File: src/design/route_table_longest_prefix_match_core_macros.svh
// Assertion macros shared by the routing table design files.
`ifndef ROUTE_TABLE_LONGEST_PREFIX_MATCH_CORE_MACROS_SVH
`define ROUTE_TABLE_LONGEST_PREFIX_MATCH_CORE_MACROS_SVH

// Same-cycle implication, sampled on clk and ignored while in reset.
`define RTLPM_ASSERT_NOW(lbl, ante, cons, msg) \
	lbl: assert property (@(posedge clk) disable iff (!arst_n) (ante) |-> (cons)) \
		else $error(msg);

// Next-cycle implication, sampled on clk and ignored while in reset.
`define RTLPM_ASSERT_NEXT(lbl, ante, cons, msg) \
	lbl: assert property (@(posedge clk) disable iff (!arst_n) (ante) |=> (cons)) \
		else $error(msg);

`endif

File: src/design/rtlpm_pkg.sv
// Shared types, codes and default sizes of the routing table.
`default_nettype none
package rtlpm_pkg;

	localparam int ENTRIES_DEF = 32;
	localparam int IFACE_BITS_DEF = 4;
	localparam int IP_W = 32;
	localparam int MATCH_IDX_W = 5;

	localparam logic [1:0] KIND_CLEAR = 2'd0;
	localparam logic [1:0] KIND_ADD = 2'd1;
	localparam logic [1:0] KIND_LOOKUP = 2'd2;

	typedef struct packed {
		logic [IP_W-1:0] dest;
		logic [IP_W-1:0] mask;
		logic [IP_W-1:0] gateway;
	} route_t;

	typedef struct packed {
		logic take;
		logic hit;
	} match_t;

endpackage
`default_nettype wire

File: src/design/route_table_longest_prefix_match_core.sv
// Top level of the IPv4 longest-prefix-match routing table.
`default_nettype none
`include "route_table_longest_prefix_match_core_macros.svh"

// A word is taken when start is high and busy is low. Its one result word appears
// with done high for exactly one cycle and must be taken then, since the receiver
// cannot stall. Clear, add, the unused kind and a lookup on an empty table go
// straight to the result state after the accepting edge, where busy and done are
// high. A lookup on a non-empty table reads the stored routes one per cycle from
// the route RAM and feeds each through the single compare unit. Its busy period
// holds one read per route, the compare of the last route, the exit from the
// scan, and the result with done high. After reset the table is empty and needs
// no clearing pass.
module route_table_longest_prefix_match_core
	import rtlpm_pkg::*;
#(
	parameter int ENTRIES = ENTRIES_DEF,
	parameter int IFACE_BITS = IFACE_BITS_DEF
) (
	input  wire logic                  clk,
	input  wire logic                  arst_n,
	input  wire logic                  start,
	output logic                       busy,
	input  wire logic [1:0]            kind,
	input  wire logic [IP_W-1:0]       address,
	input  wire logic [IP_W-1:0]       route_mask,
	input  wire logic [IP_W-1:0]       route_gateway,
	input  wire logic [IFACE_BITS-1:0] route_iface,
	output logic                       done,
	output logic                       found,
	output logic [IP_W-1:0]            next_gateway,
	output logic [IFACE_BITS-1:0]      out_iface,
	output logic [MATCH_IDX_W-1:0]     match_index,
	output logic                       table_full
);

	localparam int IDX_W = $clog2(ENTRIES);
	localparam int CNT_W = $clog2(ENTRIES + 1);
	localparam int RAM_W = $bits(route_t) + IFACE_BITS;

	localparam logic [1:0] ST_IDLE = 2'd0;
	localparam logic [1:0] ST_SCAN = 2'd1;
	localparam logic [1:0] ST_RESP = 2'd2;

	logic [1:0]            state_q;
	logic [CNT_W-1:0]      count_q;
	logic [CNT_W-1:0]      rd_q;
	logic                  vld_s1;
	logic [IDX_W-1:0]      idx_s1;
	logic [IP_W-1:0]       addr_q;
	logic [IP_W-1:0]       best_mask_q;
	logic                  found_q;
	logic [IP_W-1:0]       gw_q;
	logic [IFACE_BITS-1:0] iface_q;
	logic [IDX_W-1:0]      idx_q;
	logic                  full_q;

	logic                  accept;
	logic                  tbl_full;
	logic                  ram_we;
	logic                  ram_re;
	logic [RAM_W-1:0]      ram_wdata;
	logic [RAM_W-1:0]      ram_rdata;
	route_t                rd_route;
	logic [IFACE_BITS-1:0] rd_iface;
	match_t                cmp;
	logic [31:0]           idx_ext;

	assign busy = (state_q != ST_IDLE);
	assign accept = start && !busy;
	assign tbl_full = (count_q == CNT_W'(ENTRIES));
	assign ram_we = accept && (kind == KIND_ADD) && !tbl_full;
	assign ram_re = (state_q == ST_SCAN) && (rd_q < count_q);
	assign ram_wdata = {address, route_mask, route_gateway, route_iface};
	assign rd_route = ram_rdata[RAM_W-1:IFACE_BITS];
	assign rd_iface = ram_rdata[IFACE_BITS-1:0];

	rtlpm_ram #(
		.WIDTH(RAM_W),
		.DEPTH(ENTRIES)
	) u_ram (
		.clk  (clk),
		.we   (ram_we),
		.waddr(count_q[IDX_W-1:0]),
		.wdata(ram_wdata),
		.re   (ram_re),
		.raddr(rd_q[IDX_W-1:0]),
		.rdata(ram_rdata)
	);

	rtlpm_match u_match (
		.address  (addr_q),
		.route    (rd_route),
		.best_mask(best_mask_q),
		.result   (cmp)
	);

	always_ff @(posedge clk or negedge arst_n) begin
		if (!arst_n) begin
			state_q <= ST_IDLE;
			count_q <= '0;
			rd_q <= '0;
			vld_s1 <= 1'b0;
		end else begin
			unique case (state_q)
				ST_IDLE: begin
					rd_q <= '0;
					vld_s1 <= 1'b0;
					if (accept) begin
						state_q <= ST_RESP;
						case (kind)
							KIND_CLEAR: count_q <= '0;
							KIND_ADD: begin
								if (!tbl_full) begin
									count_q <= count_q + 1'b1;
								end
							end
							KIND_LOOKUP: begin
								if (count_q != '0) begin
									state_q <= ST_SCAN;
								end
							end
							default: ;
						endcase
					end
				end
				ST_SCAN: begin
					vld_s1 <= ram_re;
					if (ram_re) begin
						rd_q <= rd_q + 1'b1;
					end else if (!vld_s1) begin
						state_q <= ST_RESP;
					end
				end
				ST_RESP: state_q <= ST_IDLE;
				default: state_q <= ST_IDLE;
			endcase
		end
	end

	// Result words and scan data need no reset; done qualifies them.
	always_ff @(posedge clk) begin
		idx_s1 <= rd_q[IDX_W-1:0];
		if (accept) begin
			addr_q <= address;
			best_mask_q <= '0;
			found_q <= 1'b0;
			gw_q <= '0;
			iface_q <= '0;
			idx_q <= '0;
			full_q <= (kind == KIND_ADD) && tbl_full;
		end else if ((state_q == ST_SCAN) && vld_s1 && cmp.take) begin
			best_mask_q <= rd_route.mask;
			found_q <= 1'b1;
			gw_q <= rd_route.gateway;
			iface_q <= rd_iface;
			idx_q <= idx_s1;
		end
	end

	assign idx_ext = 32'(idx_q);
	assign done = (state_q == ST_RESP);
	assign found = found_q;
	assign next_gateway = gw_q;
	assign out_iface = iface_q;
	assign match_index = idx_ext[MATCH_IDX_W-1:0];
	assign table_full = full_q;

	`RTLPM_ASSERT_NOW(a_count_bound, 1'b1, count_q <= CNT_W'(ENTRIES), "route count past depth")
	`RTLPM_ASSERT_NEXT(a_done_single, done, !done, "done strobe longer than one cycle")
	`RTLPM_ASSERT_NEXT(a_accept_busy, start && !busy, busy, "accepted word did not raise busy")
	`RTLPM_ASSERT_NOW(a_full_no_hit, done && table_full, !found, "full flag with a lookup hit")
	`RTLPM_ASSERT_NOW(a_scan_nonempty, state_q == ST_SCAN, count_q != '0, "scan of an empty table")

endmodule
`default_nettype wire

File: src/design/rtlpm_ram.sv
// Generic simple dual-port RAM with registered read data.
`default_nettype none
module rtlpm_ram #(
	parameter int WIDTH = 32,
	parameter int DEPTH = 32
) (
	input  wire logic                     clk,
	input  wire logic                     we,
	input  wire logic [$clog2(DEPTH)-1:0] waddr,
	input  wire logic [WIDTH-1:0]         wdata,
	input  wire logic                     re,
	input  wire logic [$clog2(DEPTH)-1:0] raddr,
	output logic [WIDTH-1:0]              rdata
);

	logic [WIDTH-1:0] mem_q [DEPTH];

	always_ff @(posedge clk) begin
		if (we) begin
			mem_q[waddr] <= wdata;
		end
		if (re) begin
			rdata <= mem_q[raddr];
		end
	end

endmodule
`default_nettype wire

File: src/design/rtlpm_match.sv
// Route compare unit: decides whether one stored route replaces the current best.
`default_nettype none
module rtlpm_match
	import rtlpm_pkg::*;
(
	input  wire logic [IP_W-1:0] address,
	input  wire route_t          route,
	input  wire logic [IP_W-1:0] best_mask,
	output match_t               result
);

	// A later route with an equal mask wins, hence the non-strict compare.
	always_comb begin
		result.hit = ((address & route.mask) == (route.dest & route.mask));
		result.take = result.hit && (best_mask <= route.mask);
	end

endmodule
`default_nettype wire

File: config.mk
export PLATFORM = sky130hd
export DESIGN_NAME = route_table_longest_prefix_match_core
export DESIGN_NICKNAME = d
export VERILOG_FILES = /design/src/design/rtlpm_pkg.sv /design/src/design/route_table_longest_prefix_match_core.sv /design/src/design/rtlpm_ram.sv /design/src/design/rtlpm_match.sv
export VERILOG_INCLUDE_DIRS = /design/src /design/src/design
export SDC_FILE = /design/constraint.sdc
export NUM_CORES = 2
export LEC_CHECK = 0
export BUFFER_PORTS_ARGS = -buffer_cell sky130_fd_sc_hd__clkbuf_2
export CELL_PAD_IN_SITES_DETAIL_PLACEMENT = 0
export CELL_PAD_IN_SITES_GLOBAL_PLACEMENT = 1
export CORE_MARGIN = 1.5
export CORE_UTILIZATION = 40
export CTS_CLUSTER_DIAMETER = 120
export DETAILED_ROUTE_END_ITERATION = 12
export PLACE_DENSITY_LB_ADDON = 0.1
export SLEW_MARGIN = 10
export SYNTH_ARGS = -nofsm -noshare
export SYNTH_HDL_FRONTEND = slang
export SYNTH_SLANG_ARGS = --single-unit
File: constraint.sdc
create_clock -name clk -period 12.7 [get_ports clk]
set_input_delay 1.27 -clock clk [delete_from_list [all_inputs] [get_ports clk]]
set_output_delay 1.27 -clock clk [all_outputs]
set_load 0.05 [all_outputs]
# --- Word level (Yosys, flattened, before mapping) ---
# Memory sizes are Yosys's and may differ from the RTL's. A register that Yosys moved wholly into a read port is not among the register bits.
# Index checks and enable logic that the tools add are counted.
word_totals:
  input_bits: 105
  output_inout_bits: 45
  mem_count: 1
  ff_bits: 127
  wordCells: 62
  mem_bits_rw: 3200
mem_list:
  columns: ["name", "depth", "word_bits", "rd", "rd_ports_with_merged_regs", "write_ports", "line", "rtl"]
  rows:
  - ["u_ram.mem_q", 32, 100, 1, 1, 1, "rtlpm_ram.sv:16", "logic [WIDTH-1:0] mem_q [DEPTH];"]
op_classes:
  eq_ne: 11
  order_cmp: 2
  addsub: 2
  muxes: 13
  n_reduce_logical: 19
  n_bitwise: 2
ops:
  columns: ["cell", "n"]
  rows:
  - ["AND 32 bit", 2]
  - ["equality test 32 bit", 1]
  - ["less-or-equal comparator 32 bit", 1]
  - ["one-hot mux 6 bit (2 select lines)", 2]
  - ["adder 6 x 1 -> 6 bit (second input constant)", 2]
  - ["2-to-1 mux 6 bit", 2]
  - ["2-to-1 mux 2 bit", 5]
  - ["!= test 2 bit (second input constant)", 5]
  - ["logical AND 1 bit", 8]
  - ["equality test 6 bit (second input constant)", 1]
  - ["less-than comparator 6 bit", 1]
  - ["nonzero test 2 bit", 3]
  - ["nonzero test 6 bit", 1]
  - ["equality test 2 x 1 -> 1 bit (second input constant)", 2]
  - ["equality test 2 bit (second input constant)", 2]
  - ["logical NOT 2 bit", 2]
  - ["one-hot mux 2 bit (2 select lines)", 1]
  - ["AND reduction 4 bit", 1]
  - ["AND reduction 3 bit", 1]
  - ["logical NOT 1 bit", 2]
  - ["2-to-1 mux 1 bit", 2]
  - ["one-hot mux 1 bit (2 select lines)", 1]
  - ["AND reduction 2 bit", 1]

# --- Depth between registers and ports, before layout ---
depth:
  depth_word: 7
  ltp_mapped: 10

# --- By module ---
# A second synthesis with hierarchy kept.
hier_totals:
  hier_cells: 6453
  area_unflattened_um2: 130281.2
by_module_without_submodules:
  columns: ["module", "area_per_inst_um2", "instances", "cells_per_inst", "seq_area_each_um2"]
  rows:
  - ["rtlpm_ram", 124494.4, 1, 5817, 99095.0]
  - ["route_table_longest_prefix_match_core", 4555.6, 1, 467, 2947.8]
  - ["rtlpm_match", 1231.2, 1, 169, 0.0]

# --- Least setup slack after synthesis ---
# OpenSTA, ideal clock, no wires.
synth_path:
  path_type: "input port to flip-flop"
  from: "input port start"
  to: "memory u_ram.mem_q[16][0] (netlist name), enable pin"
  path_buffers: 2
  required_time_ps: 11895
  stages: 4
  arrival_time_ps: 11521
  setup_ps: 805
  setup_slack_ps: 374
  cell_sequence: "or3b_1 -> clkbuf_1 -> clkbuf_1 -> nor4_1"
synth_between:
  elab_chain_cells: 5
synth_rtl:
  columns: ["item", "line", "rtl"]
  rows:
  - ["from (decl)", "route_table_longest_prefix_match_core.sv:22", "input wire logic start,"]
  - ["logical AND 1 bit", "route_table_longest_prefix_match_core.sv:70", "assign accept = start && !busy;"]
  - ["logical AND 1 bit (2 in a row)", "route_table_longest_prefix_match_core.sv:72", "assign ram_we = accept && (kind == KIND_ADD) && !tbl_full;"]
  - ["2-to-1 mux 1 bit", "rtlpm_ram.sv:19", "if (we) begin"]
  - ["2-to-1 mux 1 bit (not written as such)", "rtlpm_ram.sv:20", "mem_q[waddr] <= wdata;"]
  - ["to (decl)", "rtlpm_ram.sv:16", null]
# No other way between the ends.

# --- Worst setup path in the final report ---
layout_path:
  from: "register state_q[0]"
  to: "memory u_ram.mem_q[23][78] (netlist name), enable pin"
layout_between:
  elab_chain_cells: 7
layout_rtl:
  columns: ["item", "line", "rtl"]
  rows:
  - ["from (decl)", "route_table_longest_prefix_match_core.sv:45", "logic [1:0] state_q;"]
  - ["from (signal assigned)", "route_table_longest_prefix_match_core.sv:100", "state_q <= ST_IDLE;"]
  - ["from (signal assigned)", "route_table_longest_prefix_match_core.sv:110", "state_q <= ST_RESP;"]
  - ["from (signal assigned)", "route_table_longest_prefix_match_core.sv:120", "state_q <= ST_SCAN;"]
  - ["nonzero test 2 bit", "route_table_longest_prefix_match_core.sv:69", "assign busy = (state_q != ST_IDLE);"]
  - ["logical NOT 1 bit", "route_table_longest_prefix_match_core.sv:70", null]
  - ["logical AND 1 bit", "route_table_longest_prefix_match_core.sv:70", null]
  - ["logical AND 1 bit (2 in a row)", "route_table_longest_prefix_match_core.sv:72", null]
  - ["2-to-1 mux 1 bit", "rtlpm_ram.sv:19", null]
  - ["2-to-1 mux 1 bit (not written as such)", "rtlpm_ram.sv:20", null]
# No other way between the ends.

==> qor.txt <==
Flops & latches, synth - 3427
Arrival @ worst endpoint - 5.70 ns
Status - completed
# IOs - 150
Crit path time final - 5.181 ns
Hold WS - 0.3112 ns
All-Layer GR Usage - 21.19%
Setup bufs post-CTS - 0
Design area - 148500 um^2
Layout filler cell count - 27040
Crit Path Class - register to register
Top area cells in the synthesized netlist - edfxtp_1 77%, mux4_2 17%, dfxtp_1 1.2%
Post-layout util - 45.87%
CTS Hold Bufs - 0
Remaining antenna violation count - 0
Gp weighted congestion - 0.7381
Layout cells sized above 1 - 32.54%
Synth cell types - 52
CTS tree - built
Syn Inst Count - 5309
Pin count of the biggest net entering global routing - 131
Worst-margin pin slew - 1.155 ns
Sequential fraction of the synthesis area - 78.44%
Post-route setup slack - 7.519 ns
Most common cell in the netlist - edfxtp_1
TNS Setup - 0 ns
Syn_area_per_cell - 24.50 um^2
DPL Wire Length - 189200 um
Initial antenna violation count - 41
Total die area - 328600 um^2
Crit Path Max Fanout - 40
Synth cell count leaders - 3333 x edfxtp_1, 1000 x mux4_2, 168 x nand2_1
Congestion Overflow GR - 0
Max frequency - 193.0 MHz
Clock Latency Late Sink - 0.93 ns
DRC Markers - 0
Drt pass-1 iters - 5
Post-synth EDFFs - 3333
RSZ-0062 raised after global routing - false
Root buffer cell - clkbuf_16
Initial DRC count - 5532
Final layout net count - 5859
# resized after CTS - 0
Clock transition at path regs - 0.07 ns
Synth Flop Type - edfxtp_1
H-tree Lvls - 5
Area leader, netlist - edfxtp_1
Max cap viols - 0
IO buf count - 149
Startpoint types - register
Total clock sinks - 3427
Core area - 323700 um^2
Chip Width - 573.3 um
Fin Clk Skew - 0.05413 ns
Vias in the first global route - 61300
Post-Synthesis Cell Area - 130100 um^2
Initial core utilization - 40.18%
Tcrit/Tclk final - 40.80%
Setup WS pre-CTS - 6.533 ns
Final setup viols - 0
Peak supply drop - 0.09712 mV
Area Overhead vs Synth - 14.15%
Vias - 58240
Cell Pwr Density - 160.9 nW/um^2
Critical Path RT - 13.22 ns
Mapped Nets - 5456
LEAKAGE - 0.04469 uW
Hold Path Class - primary input to asynchronous set/reset pin
Slew Limit Fails - 0
DRT Wirelength - 349300 um
CTS Buf Count - 370
Worst setup EP type - register
YS warnings - 0
Rows - 209
First-pass GRT wire length - 489800 um
WL/cell - 33.76 um
Placed cell areas - 136600 um^2
Share of the synthesized area in the top cell type - 76.94%
Fin. Hold Viols - 0
Max_slew headroom - 23.02%
Routed vias/inst - 5.629
Clock buffer depth - 4
Die H - 573.3 um
Async S/R FF share, synth - 0.4377%
[registers in the layout, summed over array words and instances (netlist names), 2 cells and up]
register / flops
out_iface: 4
addr_q: 32
state_q: 2
idx_s1: 5
rd_q: 6
u_ram.rdata: 100
best_mask_q: 32
match_index: 5
count_q: 6
u_ram.mem_q: 3200
next_gateway: 32
[report_power, final]
group          switching [uW]  total [uW]  internal (uW)
Sequential               37.5       12600          12500
Clock                    4450       10600           6150
Combinational             518         750            231
Total                    5000       23900          18900
[final timing paths]
check	start	to	slack [ns]	cells past startpoint
hold reg to reg	idx_s1[2]	match_index[2]	0.44	2
min in group clk	idx_s1[2]	match_index[2]	0.44	2
max in group asynchronous	arst_n	rd_q[2]	11.97	1
setup / recovery	state_q[0]	u_ram.mem_q[23][78]	7.52	9
hold / removal	arst_n	count_q[0]	0.31	1
setup reg to reg	state_q[0]	u_ram.mem_q[23][78]	7.52	9
[metrics by stage]
| stage | std cells | power (uW) |
|---|---|---|
| floorplan | 5309 | 13150 |
| global placement | 9665 | 13550 |
| detailed placement | 9665 | 13560 |
| CTS | 10340 | 24180 |
| global route | 10350 | 24620 |
| finish | 10350 | 23890 |
[layout by cell type, fill, tap and decap left out, types with 14 or more instances in the layout]
| master | count |
|---|---|
| xnor2_1 | 31 |
| edfxtp_1 | 3333 |
| clkbuf_1 | 86 |
| nand2_1 | 168 |
| clkbuf_8 | 20 |
| clkbuf_2 | 149 |
| bufinv_16 | 28 |
| mux4_2 | 1000 |
| mux2i_1 | 75 |
| clkbuf_16 | 377 |
| mux2_2 | 100 |
| clkinv_1 | 76 |
| inv_1 | 32 |
| dfxtp_1 | 79 |
| ha_1 | 42 |
| nor2_1 | 14 |
| nor2_4 | 31 |
| clkinv_2 | 66 |
| nand3_1 | 15 |
| buf_4 | 138 |
[per-layer routing]
layer	track usage, %	up-vias	part of all wire (%)
met2	35.79	1431	50
li1	-	23650	-
met5	0	-	0.042
met3	2.767	445	4.2
met4	4.290	24	1.8
met1	29.64	32690	44
[final cells by class]
type	count	area, um^2	area share, %
repair buffers	294	1922	1.294
clock buffers	483	10030	6.756
well taps	4325	5411	3.644
diodes	9	22.52	0.01517
inverters	43	168.9	0.1137
multi-input cells	1576	26990	18.18
clock inverters	191	1882	1.267
flip-flops and latches	3427	102100	68.73
[cells by family (layout without fill, tap and decap cells)]
family | Yosys count | after routing | share of synthesized area (%)
DFF | 3427 | 3427 | 78.44
xor gates and xnor gates | 36 | 36 | 0.2424
other | 0 | 9 | 0
adders and majority gates | 42 | 42 | 0.4040
and+or+nand+nor | 263 | 263 | 0.8455
muxes | 1175 | 1175 | 18.76
buffers and inverters | 306 | 1011 | 1.001
AOI/OAI and AO/OA | 60 | 60 | 0.3078
[worst max-delay path, cell delays in order, from the launching register on]
cell and delay [ns]:
dfrtp_1 0.45, or3b_4 0.59, nor2_1 0.18, nand2_1 0.12, nor2_1 0.41, nand2_1 0.55, nor2_4 0.23, buf_4 0.48
buf_4 0.81, buf_4 0.78
(Power assumes the default switching activity.)
